[src/rtl/sakv_pkg.sv]
// sakv_pkg: shared command codes and cell control types for the sorted key/value store
// no dependencies; imported by sakv_cell and sorted_array_key_value_store_core

package sakv_pkg;

    // command codes on the mode field
    localparam logic [1:0] MODE_GET = 2'd0;
    localparam logic [1:0] MODE_PUT = 2'd1;
    localparam logic [1:0] MODE_DEL = 2'd2;

    // what every cell does on the next edge
    typedef enum logic [1:0] {
        CELL_HOLD   = 2'd0,
        CELL_INSERT = 2'd1,
        CELL_DELETE = 2'd2,
        CELL_UPDATE = 2'd3
    } cell_op_t;

    typedef struct packed {
        cell_op_t op;
        logic     signed_keys;
    } cell_ctrl_t;

endpackage

[src/rtl/sakv_cell.sv]
// sakv_cell: one slot of the sorted chain, holds a key/value pair and trades it with its neighbors
// depends on sakv_pkg

module sakv_cell #(
    parameter int KEY_WIDTH   = 32,
    parameter int VALUE_WIDTH = 32,
    parameter int SLOT_W      = 7,
    parameter int INDEX       = 0
) (
    input  logic                    clk,
    input  sakv_pkg::cell_ctrl_t    ctrl,
    input  logic [SLOT_W-1:0]       slot,
    input  logic [KEY_WIDTH-1:0]    new_key,
    input  logic [VALUE_WIDTH-1:0]  new_value,
    input  logic [KEY_WIDTH-1:0]    lower_key,
    input  logic [VALUE_WIDTH-1:0]  lower_value,
    input  logic [KEY_WIDTH-1:0]    upper_key,
    input  logic [VALUE_WIDTH-1:0]  upper_value,
    output logic [KEY_WIDTH-1:0]    cell_key,
    output logic [VALUE_WIDTH-1:0]  cell_value,
    output logic                    key_lt,
    output logic                    key_eq
);
    import sakv_pkg::*;

    localparam logic [SLOT_W-1:0]    MY_INDEX = SLOT_W'(INDEX);
    localparam logic [KEY_WIDTH-1:0] KEY_MSB  = {1'b1, {(KEY_WIDTH-1){1'b0}}};

    logic [KEY_WIDTH-1:0]   key_reg;
    logic [KEY_WIDTH-1:0]   key_next;
    logic [VALUE_WIDTH-1:0] value_reg;
    logic [VALUE_WIDTH-1:0] value_next;
    logic [KEY_WIDTH-1:0]   flip;

    always_comb
    begin
        key_next   = key_reg;
        value_next = value_reg;
        case (ctrl.op)
            CELL_INSERT:
            begin
                if (MY_INDEX == slot)
                begin
                    key_next   = new_key;
                    value_next = new_value;
                end
                else if (MY_INDEX > slot)
                begin
                    key_next   = lower_key;
                    value_next = lower_value;
                end
            end
            CELL_DELETE:
            begin
                if (MY_INDEX >= slot)
                begin
                    key_next   = upper_key;
                    value_next = upper_value;
                end
            end
            CELL_UPDATE:
            begin
                if (MY_INDEX == slot)
                    value_next = new_value;
            end
            default:
            begin
                key_next   = key_reg;
                value_next = value_reg;
            end
        endcase
    end

    always_ff @(posedge clk)
    begin
        key_reg   <= key_next;
        value_reg <= value_next;
    end

    // signed order is unsigned order with the sign bit flipped
    assign flip       = ctrl.signed_keys ? KEY_MSB : '0;
    assign key_lt     = (key_reg ^ flip) < (new_key ^ flip);
    assign key_eq     = key_reg == new_key;
    assign cell_key   = key_reg;
    assign cell_value = value_reg;

endmodule

[config.mk]
export PLATFORM = sky130hd
export DESIGN_NAME = sakv_cell
export DESIGN_NICKNAME = d
export VERILOG_FILES = /design/src/rtl/sakv_pkg.sv /design/src/rtl/sakv_cell.sv
export SDC_FILE = /design/constraint.sdc
export NUM_CORES = 1
export LEC_CHECK = 0
export BUFFER_PORTS_ARGS = -buffer_cell sky130_fd_sc_hd__buf_2
export CAP_MARGIN = 15
export CELL_PAD_IN_SITES_DETAIL_PLACEMENT = 0
export CELL_PAD_IN_SITES_GLOBAL_PLACEMENT = 1
export CORE_MARGIN = 2
export CORE_UTILIZATION = 30
export CTS_CLUSTER_SIZE = 25
export DETAILED_ROUTE_END_ITERATION = 10
export PLACE_DENSITY_LB_ADDON = 0.1
export SLEW_MARGIN = 25
export SYNTH_ARGS = -nofsm -noshare
export SYNTH_HDL_FRONTEND = slang
export SYNTH_SLANG_ARGS = --single-unit
export TNS_END_PERCENT = 50
[constraint.sdc]
create_clock -name clk -period 3.9 [get_ports clk]
set_input_delay 0.39 -clock clk [delete_from_list [all_inputs] [get_ports clk]]
set_output_delay 0.39 -clock clk [all_outputs]
set_load 0.1 [all_outputs]
==> results of run 1 <==
## critical path: stages (launching register included)
cell and delay, ps:
edfxtp_1 380, ha_1 340, nand3_1 90, or3b_4 430, nor4_4 320, o311a_1 230, a211oi_2 50, buf_2 310
## placed cells by master (no fill, tap or decap), types with 4 or more instances in the layout
master and n:
o21ai_1 12, nand2_1 39, buf_2 268, edfxtp_1 64, clkbuf_16 9, nand4_1 6
inv_1 32, nor2_1 93, o21ai_0 24, mux2i_1 6, a21oi_1 47, mux2_2 4
o22ai_1 28, ha_1 31
## area by class of cell
cell class              count  area, um^2  share of cell area [%]
inverters                  32         120                    2.06
multi-input cells         323        1900                    32.5
repair buffers            272        1390                    23.9
clock buffers              12         236                    4.05
flip-flops and latches     64        1920                    32.9
clock inverters             4        45.0                   0.772
well taps                 176         220                    3.78
## flip-flops by register name, indices dropped and copies added (netlist names)
signal	flops
cell_value	32
cell_key	32
## power groups by stage
stage	Combinational [uW]	Sequential, uW	Clock (uW)
finish	289	769	786
global route	326	769	840
CTS	294	769	815
detailed placement	293	783	0
global placement	288	783	0
floorplan	138	805	0
## cells by family after synthesis
| family | synth area share [%] |
|---|---|
| and+or+nand+nor | 16.7 |
| AOI/OAI and AO/OA | 17.1 |
| DFF | 47.3 |
| buffers and inverters | 6.78 |
| adders and majority gates | 9.55 |
| muxes | 2.59 |
## per-layer routing
metal  vias up  part of all wire (%)  GRT usage, %
li1       2100                     -             -
met1      1840                    38          18.2
met2       161                    50          31.8
met3        23                   9.2          5.90
met4         0                   2.9          8.94
met5         -                     0             0
## stage by stage
| step | utilization, % | power, uW |
|---|---|---|
| finish | 44.0 | 1840 |
| global route | 44.0 | 1930 |
| CTS | 44.0 | 1880 |
| detailed placement | 41.9 | 1080 |
| global placement | 41.7 | 1070 |
| floorplan | - | 943 |
## how the worst max path moves through the flow
stage	from	to	slack (ps)
2_1_floorplan	cell_key[1]	key_lt	230
3_3_place_gp	new_key[30]	key_lt	1260
3_5_place_dp	new_key[30]	key_lt	1250
4_1_cts	cell_key[30]	key_lt	1010
5_1_grt	cell_key[30]	key_lt	880
6_report	cell_key[30]	key_lt	1020
==> metrics.md, run 1 <==
| Metric | Value |
|---|---|
| RSZ-0062 raised after global routing | `no` |
| Vias in the first global route | `4068` |
| Fill cell count | `1402` |
| Fraction of layout cells with a size suffix above 1 | `42.4%` |
| Std cell rows | `42` |
| Most common flop cell mapped by yosys | `edfxtp_1` |
| Fin worst setup slack | `1020 ps` |
| Share of the synthesized area in the top cell type | `47.3%` |
| Die width | `120 um` |
| CTS buffer count | `9` |
| Post-synthesis register bit count | `64` |
| Starting density of the core | `30.7%` |
| Power Internal | `1390 uW` |
| Antenna Violating Nets Remaining | `0` |
| Clk pin slew, worst setup/hold paths | `60 ps` |
| Pre-CTS setup slack | `1250 ps` |
| Hold Path Class | `in2reg` |
| Asr flop ratio synth | `0%` |
| Hold depth | `3` |
| CP Max Fanout | `3` |
| I/O pins | `269` |
| # hold bufs at CTS | `0` |
| Total Routed Length | `12800 um` |
| Fin cells | `883` |
| Final min period | `2880 ps` |
| Combinational share of power | `15.7%` |
| CTS H-tree depth | `3` |
| Final Hold Vio Count | `0` |
| Period utilization | `73.9%` |
| First-pass GRT wire length | `19600 um` |
| Crit. End Element | `output port` |
| Switching Fraction | `24.4%` |
| Sw power | `450 uW` |
| Fin. max-slew vios | `0` |
| Hold path start | `upper_key[21]` |
| Crit start category | `flip-flop` |
| Pwr per Cell Area | `316 mW/mm^2` |
| Root buffer cell | `clkbuf_16` |
| Initial antenna violation count | `0` |
| Clock Sinks | `64` |
| CTS Buffer Depth | `2` |
| Warning count from the yosys run | `0` |
| Critical path arrival | `2490 ps` |
| All-Layer GR Usage | `17.7%` |
| Sequential area share after synthesis | `47.3%` |
| Die height | `120 um` |
| Post-route cell area | `0.00583 mm^2` |
| Mapped Cells | `444` |
| Postcts setup bufs | `0` |
| TritonCTS clock tree | `built` |
| LEAKAGE | `0.00279 uW` |
| Setup CP Type | `reg2out` |
| DR pass1 iterations | `4` |
| Total of max-cap violations | `0` |
| DR iter-0 viols | `100` |
| Highest Clock Rate | `347 MHz` |
| WHS Endpoint | `cell_key[21]` |
| P&R area growth vs syn | `43.7%` |
| Clock Power Share | `42.6%` |
| Most frequent cells after synthesis | `94 x nor2_1, 64 x edfxtp_1, 48 x a21oi_1, 39 x nand2_1, 32 x inv_1` |
| Ant diodes | `0` |
| Slew headroom | `39.3%` |
| DP HPWL | `9940 um` |
| Peak supply drop | `0.148 mV` |
| Via-to-Cell Ratio | `4.67` |
| Placed Cells | `867` |
| Routed vias | `4124` |
| GPL Wtd Cong | `0.765` |
| Port-buffer cells | `268` |
| Wire per inst | `14.4 um` |
| Area after DPL | `0.00555 mm^2` |
| Number of flops mapped to enable cells by yosys | `64` |
| Seq pwr share | `41.7%` |
| Sum Neg Setup Slack | `0 ps` |
| Post-synth top area cell | `edfxtp_1` |
| Worst slew pin tran | `908 ps` |
| Post-synthesis cell area | `0.00406 mm^2` |
| Syn nets | `678` |
| DRC viols | `0` |
| Largest net degree at the start of global routing | `67` |
| Area of the die | `0.0145 mm^2` |
| Endpoints failing setup | `0` |
| Final net count | `936` |
| Status | `finished clean` |
| # resized after CTS | `0` |
| Area contributors post-synth | `edfxtp_1 47%, ha_1 9.6%, nor2_1 8.7%` |
| Hold Slack | `323 ps` |
| Grt ovf | `0` |
| Critical path required time | `3510 ps` |
| Core Box Area | `0.0132 mm^2` |
| Most frequent cell after synthesis | `nor2_1` |
| Mean Syn Cell Area | `9.14 um^2` |
| Count of cell types in the netlist | `36` |
(Power assumes the default switching activity.)
==> run 2, diff against run 1 <==
- ABC_AREA: default -> 1
- clock period: 3.9 -> 3 ns (I/O delays scaled with it)
==> metrics.md, run 2 <==
| Metric | Value |
|---|---|
| Std cell rows | `44 (+4.8%)` |
| CP Max Fanout | `2 (-1)` |
| P&R area growth vs syn | `39.2%` |
| Fin cells | `993 (+12%)` |
| GPL Wtd Cong | `0.770 (+0.71%)` |
| Most frequent cells after synthesis | `106 x nor2_1, 70 x nand3_1, 64 x edfxtp_1, 59 x o21ai_0, 46 x inv_1` |
| Root buffer cell | `clkbuf_16` |
| Fin. max-slew vios | `0 (unchanged)` |
| Area of the die | `0.0158 mm^2 (+9.4%)` |
| Sequential area share after synthesis | `43.1% (-4.2 points)` |
| Clk pin slew, worst setup/hold paths | `50 ps (about the same)` |
| Setup CP Type | `reg2out` |
| WHS Endpoint | `cell_key[29]` |
| Post-route cell area | `0.00620 mm^2 (+6.4%)` |
| Post-synthesis register bit count | `64 (unchanged)` |
| Port-buffer cells | `268 (unchanged)` |
| Die width | `126 um (+4.6%)` |
| Core Box Area | `0.0145 mm^2 (+9.8%)` |
| I/O pins | `269 (unchanged)` |
| Most frequent cell after synthesis | `nor2_1` |
| Slew headroom | `35.0% (-4.3 points)` |
| Critical path required time | `2700 ps (-810 ps)` |
| Placed Cells | `976 (+13%)` |
| Post-synth top area cell | `edfxtp_1` |
| # hold bufs at CTS | `0 (unchanged)` |
| Hold Path Class | `in2reg` |
| Antenna Violating Nets Remaining | `0 (unchanged)` |
| DR iter-0 viols | `168 (+68%)` |
| Via-to-Cell Ratio | `4.82 (+3.2%)` |
| Area after DPL | `0.00592 mm^2 (+6.7%)` |
| Share of the synthesized area in the top cell type | `43.1% (-4.2 points)` |
| Final Hold Vio Count | `0 (unchanged)` |
| Clock Sinks | `64 (unchanged)` |
| Number of flops mapped to enable cells by yosys | `64 (unchanged)` |
| Endpoints failing setup | `0 (unchanged)` |
| Fraction of layout cells with a size suffix above 1 | `36.5% (-5.9 points)` |
| Routed vias | `4787 (+16%)` |
| LEAKAGE | `0.00294 uW (+5.3%)` |
| Largest net degree at the start of global routing | `96 (+43%)` |
| TritonCTS clock tree | `built` |
| CP cell instances | `ha_1 > nand2_1 > nor2_1 > nand4_1 > nor3b_1 > and3_1 > buf_2` |
| Period utilization | `89.0%` |
| Asr flop ratio synth | `0% (unchanged)` |
| Worst slew pin tran | `975 ps (+66.6 ps)` |
| Hold Slack | `269 ps (-54.9 ps)` |
| Grt ovf | `0 (unchanged)` |
| Starting density of the core | `30.7% (about the same)` |
| CTS H-tree depth | `3 (unchanged)` |
| Wire per inst | `15.2 um (+5.2%)` |
| Final min period | `2670 ps` |
| CTS Buffer Depth | `2 (unchanged)` |
| Most frequent cells in the layout | `268 x buf_2, 106 x nor2_1, 70 x nand3_1` |
| Post-synthesis cell area | `0.00446 mm^2 (+9.8%)` |
| Commonest non-fill, non-tap cell in the layout | `buf_2` |
| Hold path start | `upper_key[29]` |
| Crit. End Element | `output port` |
| Hold depth | `3 (unchanged)` |
| Critical path arrival | `2370 ps (-120 ps)` |
| Die height | `126 um (+4.6%)` |
| Count of cell types in the netlist | `26 (-28%)` |
| All-Layer GR Usage | `18.7% (+1.1 points)` |
| Status | `finished clean` |
| DR pass1 iterations | `4 (unchanged)` |
| Mapped Cells | `552 (+24%)` |
| Total Routed Length | `15100 um (+18%)` |
| Postcts setup bufs | `0 (unchanged)` |
| Max stage delay cell, worst path | `buf_2` |
| Sum Neg Setup Slack | `0 ps (unchanged)` |
| Crit start category | `flip-flop` |
| Setup crit start | `cell_key[23]` |
| Slowest stage delay, CP | `430 ps (about the same)` |
| Syn nets | `786 (+16%)` |
| Pwr per Cell Area | `390 mW/mm^2 (+23%)` |
| Highest Clock Rate | `374 MHz` |
| Most common flop cell mapped by yosys | `edfxtp_1` |
| First-pass GRT wire length | `23600 um (+20%)` |
| Total of max-cap violations | `0 (unchanged)` |
| RSZ-0062 raised after global routing | `no` |
| Mean Syn Cell Area | `8.07 um^2 (-12%)` |
| DP HPWL | `11100 um (+12%)` |
| Warning count from the yosys run | `0 (unchanged)` |
| Initial antenna violation count | `1 (+1)` |
| Vias in the first global route | `4818 (+18%)` |
| Peak supply drop | `0.240 mV (+62%)` |
| # resized after CTS | `0 (unchanged)` |
| DRC viols | `0 (unchanged)` |
| Area contributors post-synth | `edfxtp_1 43%, nor2_1 8.9%, ha_1 8.7%` |
| Final net count | `1037 (+11%)` |
| CTS buffer count | `9 (unchanged)` |
run 2: cell types whose count changed after synthesis, sizes merged, moves of 5 or more:
cell and change:
nor2 +13, buf -8, o211ai +31, o22ai -28, a21oi -5, mux2i -6, nand3 +67, o21ai +29
inv +16, clkbuf +19
run 2: worst max path at each step:
| stage | depth (start not counted) | end | slack, ps |
|---|---|---|---|
| global route | 7 | key_eq | 80 |
| floorplan | 7 | key_lt | 100 |
| detailed placement | 9 | key_eq | 550 |
| finish | 7 | key_eq | 330 |
| CTS | 7 | key_eq | 210 |
| global placement | 9 | key_eq | 560 |
run 2: area by class of cell:
class / count / area (um^2)
multi-input combinational: 404 / 2190
clock inverter: 5 / 47.5
antenna: 1 / 2.50
inverter: 48 / 180
timing repair buffer: 276 / 1400
fill: 1530 / 8330
tap: 184 / 230
clock buffer: 11 / 233
sequential: 64 / 1920
run 2: layer usage:
| metal | GRT usage [%] | part of all wire, % |
|---|---|---|
| met5 | 0 | 0 |
| met4 | 8.08 | 3.0 |
| met3 | 6.46 | 9.3 |
| met2 | 33.0 | 49 |
| met1 | 20.4 | 39 |
run 2: critical path: cells and delay by family (launching register included):
family | cells | cell delay (ps)
and+or+nand+nor | 5 | 910
buffers and inverters | 1 | 430
DFF | 1 | 390
adders and majority gates | 1 | 300
run 2: kinds of logic (layout without fill, tap and decap cells):
family	count (synthesis)	count (layout)	share of synthesized area [%]
AO/OA/AOI/OAI	144	144	18.2
adder cells (fa/ha/maj)	31	31	8.70
buffers and inverters	84	340	8.14
flip-flops	64	64	43.1
other	0	1	0
AND/OR/NAND/NOR	229	229	21.9
run 2: report_power, final:
part           switching, uW  internal (uW)  total (uW)
Sequential              1.61            999        1000
Combinational            233            181         414
Clock                    371            634        1010
run 2: through the flow:
step	utilization, %	worst slack, ps	power [uW]
floorplan	-	98.3	1250
global route	42.7	83.5	2540
finish	42.7	330	2420
global placement	40.7	555	1430
CTS	42.7	209	2460
detailed placement	40.7	552	1440
